===== config.mk =====
export PLATFORM = sky130hd
export DESIGN_NAME = mp5_ctrl
export DESIGN_NICKNAME = d
export VERILOG_FILES = /design/src/max_pool_5x5_stride1_pad2_unit_defines.svh /design/src/mp5_pkg.sv /design/src/mp5_ctrl.sv
export SDC_FILE = /design/constraint.sdc
export NUM_CORES = 1
export LEC_CHECK = 0
export BUFFER_PORTS_ARGS = -buffer_cell sky130_fd_sc_hd__buf_2
export CAP_MARGIN = 10
export CORE_AREA = 2 2 39 41
export DETAILED_ROUTE_END_ITERATION = 10
export DIE_AREA = 0 0 41 43
export GPL_TIMING_DRIVEN = 0
export RECOVER_POWER = 100
export SKIP_CTS_REPAIR_TIMING = 1
export SLEW_MARGIN = 25
export SYNTH_ARGS = -nofsm -noshare
export SYNTH_HDL_FRONTEND = slang
export SYNTH_SLANG_ARGS = --single-unit

===== constraint.sdc =====
create_clock -name i_clk -period 3.3 [get_ports i_clk]
set_input_delay 0.165 -clock i_clk [delete_from_list [all_inputs] [get_ports i_clk]]
set_output_delay 0.165 -clock i_clk [all_outputs]
set_load 0.02 [all_outputs]

===== src/max_pool_5x5_stride1_pad2_unit_defines.svh =====
// Assertion macros for the 5x5 max pooling unit.
// Included by the top level; no other dependencies.
`ifndef MAX_POOL_5X5_STRIDE1_PAD2_UNIT_DEFINES_SVH
`define MAX_POOL_5X5_STRIDE1_PAD2_UNIT_DEFINES_SVH
`ifndef SYNTHESIS
`define MP5_ASSERT_IMP(lbl, ante, cons, msg) \
    lbl: assert property (@(posedge i_clk) disable iff (!i_rst_n) (ante) |-> (cons)) \
        else $error(msg);
`define MP5_ASSERT_NXT(lbl, ante, cons, msg) \
    lbl: assert property (@(posedge i_clk) disable iff (!i_rst_n) (ante) |=> (cons)) \
        else $error(msg);
`else
`define MP5_ASSERT_IMP(lbl, ante, cons, msg)
`define MP5_ASSERT_NXT(lbl, ante, cons, msg)
`endif
`endif


===== src/mp5_pkg.sv =====
// Shared types, constants and float compare for the 5x5 max pooling unit.
// No dependencies.
package mp5_pkg;

    localparam int DEF_MAX_WIDTH  = 1024;
    localparam int DEF_MAX_HEIGHT = 1024;
    localparam int PLANE_LIMIT    = 1024;
    localparam int ROWS_KEPT      = 5;
    localparam int CFG_IW         = 2;
    localparam int CFG_DW         = 11;

    localparam logic [31:0] NEG_FLOOR = 32'hFF7F_FFFF;

    localparam logic [CFG_IW-1:0] CFG_FRAME_WIDTH  = 2'd0;
    localparam logic [CFG_IW-1:0] CFG_FRAME_HEIGHT = 2'd1;
    localparam logic [CFG_IW-1:0] CFG_PLANE_TOTAL  = 2'd2;

    typedef enum logic [1:0] {
        S_IDLE,
        S_SCAN,
        S_DRAIN,
        S_OUT
    } t_state;

    typedef struct packed {
        logic accept;
        logic step;
        logic next_out;
    } t_cmd;

    typedef struct packed {
        logic has_out;
        logic tap_last;
        logic run_last;
    } t_status;

    // a > b in float order; NaN in a never wins, b is never NaN
    function automatic logic f_gt(input logic [31:0] a, input logic [31:0] b);
        logic a_nan;
        logic both_zero;
        logic res;
        a_nan     = (a[30:23] == 8'hFF) && (a[22:0] != 23'd0);
        both_zero = (a[30:0] == 31'd0) && (b[30:0] == 31'd0);
        if (a_nan || both_zero) begin
            res = 1'b0;
        end else if (a[31] != b[31]) begin
            res = b[31];
        end else if (!a[31]) begin
            res = a[30:0] > b[30:0];
        end else begin
            res = a[30:0] < b[30:0];
        end
        return res;
    endfunction

endpackage


===== src/mp5_ctrl.sv =====
// Controller state machine for the 5x5 max pooling unit.
// Depends on mp5_pkg.
module mp5_ctrl (
    input  logic             i_clk,
    input  logic             i_rst_n,
    input  logic             i_in_valid,
    input  logic             i_out_stall,
    input  mp5_pkg::t_status i_status,
    output mp5_pkg::t_cmd    o_cmd,
    output logic             o_in_stall,
    output logic             o_out_valid,
    output mp5_pkg::t_state  o_state
);

    mp5_pkg::t_state r_state;
    mp5_pkg::t_state n_state;

    always_ff @(posedge i_clk) begin
        if (!i_rst_n) begin
            r_state <= mp5_pkg::S_IDLE;
        end else begin
            r_state <= n_state;
        end
    end

    always_comb begin
        n_state     = r_state;
        o_cmd       = '0;
        o_in_stall  = 1'b1;
        o_out_valid = 1'b0;
        case (r_state)
            mp5_pkg::S_IDLE: begin
                o_in_stall = 1'b0;
                if (i_in_valid) begin
                    o_cmd.accept = 1'b1;
                    if (i_status.has_out) begin
                        n_state = mp5_pkg::S_SCAN;
                    end
                end
            end
            mp5_pkg::S_SCAN: begin
                o_cmd.step = 1'b1;
                if (i_status.tap_last) begin
                    n_state = mp5_pkg::S_DRAIN;
                end
            end
            mp5_pkg::S_DRAIN: begin
                n_state = mp5_pkg::S_OUT;
            end
            mp5_pkg::S_OUT: begin
                o_out_valid = 1'b1;
                if (!i_out_stall) begin
                    if (i_status.run_last) begin
                        n_state = mp5_pkg::S_IDLE;
                    end else begin
                        o_cmd.next_out = 1'b1;
                        n_state        = mp5_pkg::S_SCAN;
                    end
                end
            end
            default: begin
                n_state = mp5_pkg::S_IDLE;
            end
        endcase
    end

    assign o_state = r_state;

endmodule


==> results_dict.tcl <==
set metrics [dict create \
    whs_endpoint "o_state[1]" \
    nNetsFinal 56 \
    whs_ns 0.235 \
    cts_inserted_buffers 3 \
    path_class "reg -> out" \
    hold_viol 0 \
    cp-start-kind "register" \
    fin_util_pct 24.9 \
    syn_area_sq_um 251 \
    cts-htree-levels 1 \
    ys_ff_latch 2 \
    gr-total-overflow 0 \
    reg2reg_to "o_state[0]" \
    p_seq_share_pct 16.5 \
    clkPwrFrac_pct 18.7 \
    worstSkewPairLatency_ns 0.22 \
    switching_share_pct 46.1 \
    slew_headroom_pct 73.8 \
    yosysTopAreaCell "ha_1" \
    clock.fmax_ghz 0.649 \
    fp.dieArea_sq_um 1760 \
    grt_util_all_layers_pct 7.01 \
    grt_pass1_vias 201 \
    netlist_instances 27 \
    yosys-top-cells-count "4 x ha_1, 4 x inv_1" \
    start_util_pct 18.2 \
    synthAdderAreaFrac_pct 19.9 \
    die_x_microns 41 \
    crit_path_end_kind "primary output" \
    synth-xor-area-share_pct 0 \
    yosys-top-cells-area "ha_1 20%, dfxtp_1 16%, a21bo_4 6.5%" \
    fp.dieH_microns 43 \
    tightest_slew_ns 0.389 \
    worstPathMaxFanout 5 \
    cts_max_path_buffers 2 \
    wire_per_inst_microns 9.12 \
    synth.distinct_cells 17 \
    synthSimpleGateAreaFrac_pct 33.8 \
    maxCapViolations 0 \
    r2r_setup_slack_ns 1.77 \
    p_per_area_nw_per_um2 822 \
    startpoint "o_state[1]" \
    synth_top_cell_area_share_pct 19.9 \
    p_int_uw 152 \
    clockRootBuffer "clkbuf_4" \
    synthMuxAreaShare_pct 0 \
    synth_edf_count 0 \
    async_reset_ff_share_pct 0 \
    dp_hpwl_microns 434 \
    diodes 0 \
    avgSynthCellArea_sq_um 9.31 \
    skew_ns 0.000340 \
    fin_setup_tns_ns 0 \
    path_clk_slew_ns 0.03 \
    design_area_sq_um 344 \
    routed_wl_microns 538 \
    reg2reg_from "o_state[1]" \
    hold_path_depth 3 \
    worstPathRequired_ns 3.13 \
    maxSlewViolCount 0 \
    synth_top_family_by_area "simple AND/OR/NAND/NOR gates" \
    r2r_cells 5 \
    hold_start "i_rst_n" \
    drc 0 \
    port_buffers 13 \
    place_area_sq_um 337 \
    drive_gt1_share_pct 37.2 \
    antenna_found_initial 0 \
    largest_reg_flops 2 \
    grt_pass1_wl_microns 779 \
    grt_max_degree 6 \
    vias 241 \
    ys_seq_area_share_pct 15.9 \
    num_rows 14 \
    drt-pass1-iter-count 2 \
    synth-compound-area-share_pct 24.4 \
    finalCriticalPeriod_ns 1.54 \
    cts.sinks 2 \
    ant_nets 0 \
    yosys_warnings 0 \
    pin_count 14 \
    status "finished, final reports clean" \
    drt_iter0_markers 1 \
    p_leak_nw 0.155 \
    hp-class "in -> reg" \
    synth-main-ff-cell "dfxtp_1" \
    irDropWorstVdd_mv 0.230 \
    core_sq_um 1380 \
    post-route-period-util_pct 46.7 \
    rsz0062_at_grt "no" \
    setup_viol 0 \
    cts_tree "yes" \
    arrival_ns 1.38 \
    power.switching_uw 130 \
    power_frac_comb_pct 64.8 \
    area_growth_pct 36.8 \
    synth_fp_nets 38 \
    routed_via_density 4.08 \
    place_congestion 0.731 \
]
worst max-delay path: stages (launching register included):
cell      delay [ns]
dfxtp_1         0.40
ha_1            0.24
nor2b_4         0.16
nor2b_1         0.12
clkbuf_1        0.23
metal layers:
layer,GRT usage (%),up-vias,part of all wire (%)
met2,9.06,9,46
met1,8.28,105,46
li1,-,127,-
met3,1.57,0,7.2
met5,0,-,0
met4,8.00,0,0
placed cells by master, fill, tap and decap left out:
cell,count
nand3_2,1
nor2b_1,2
and2_2,1
and2_1,1
clkbuf_1,7
a21boi_2,1
a21oi_1,2
clkbuf_4,3
ha_1,4
o32ai_2,1
nand4_1,1
nor4_1,1
inv_1,4
nand2_1,2
buf_2,6
a21bo_4,1
dfxtp_1,2
or2b_2,1
nor2b_4,1
o31ai_1,1
area by class of cell:
cell class / count / area (sq um)
tap: 16 / 20.0
inverter: 4 / 15.0
multi-input combinational: 21 / 190
timing repair buffer: 13 / 56.3
clock buffer: 3 / 22.5
sequential: 2 / 40.0
fill: 170 / 1040
logic make-up after synthesis:
logic type,after synthesis
simple gates,11
compound gates,6
buf+inv,4
fa+ha+maj,4
flops,2
worst max-delay path by stage:
stage | endpoint | slack [ns] | cells after the start
final | o_cmd[0] | 1.76 | 4
after global routing | o_state[0] | 1.63 | 5
after CTS | o_cmd[0] | 1.82 | 4
after detailed placement | o_state[0] | 1.87 | 5
after global placement | o_state[0] | 1.92 | 5
after floorplan | o_cmd[0] | 1.76 | 3
power by group through the flow:
stage	clock network [mW]	logic (mW)	registers, mW
floorplan	0	0.138	0.0560
global placement	0	0.194	0.0469
detailed placement	0	0.196	0.0468
CTS	0.0570	0.196	0.0464
global route	0.0558	0.208	0.0478
finish	0.0529	0.183	0.0467
metrics by stage:
stage | instances | power [mW] | setup slack (ns)
global placement | 56 | 0.241 | 1.92
floorplan | 27 | 0.194 | 1.76
detailed placement | 56 | 0.243 | 1.87
global route | 59 | 0.312 | 1.63
CTS | 59 | 0.299 | 1.82
finish | 59 | 0.283 | 1.76
No activity file was read; power rests on OpenSTA's default activity.
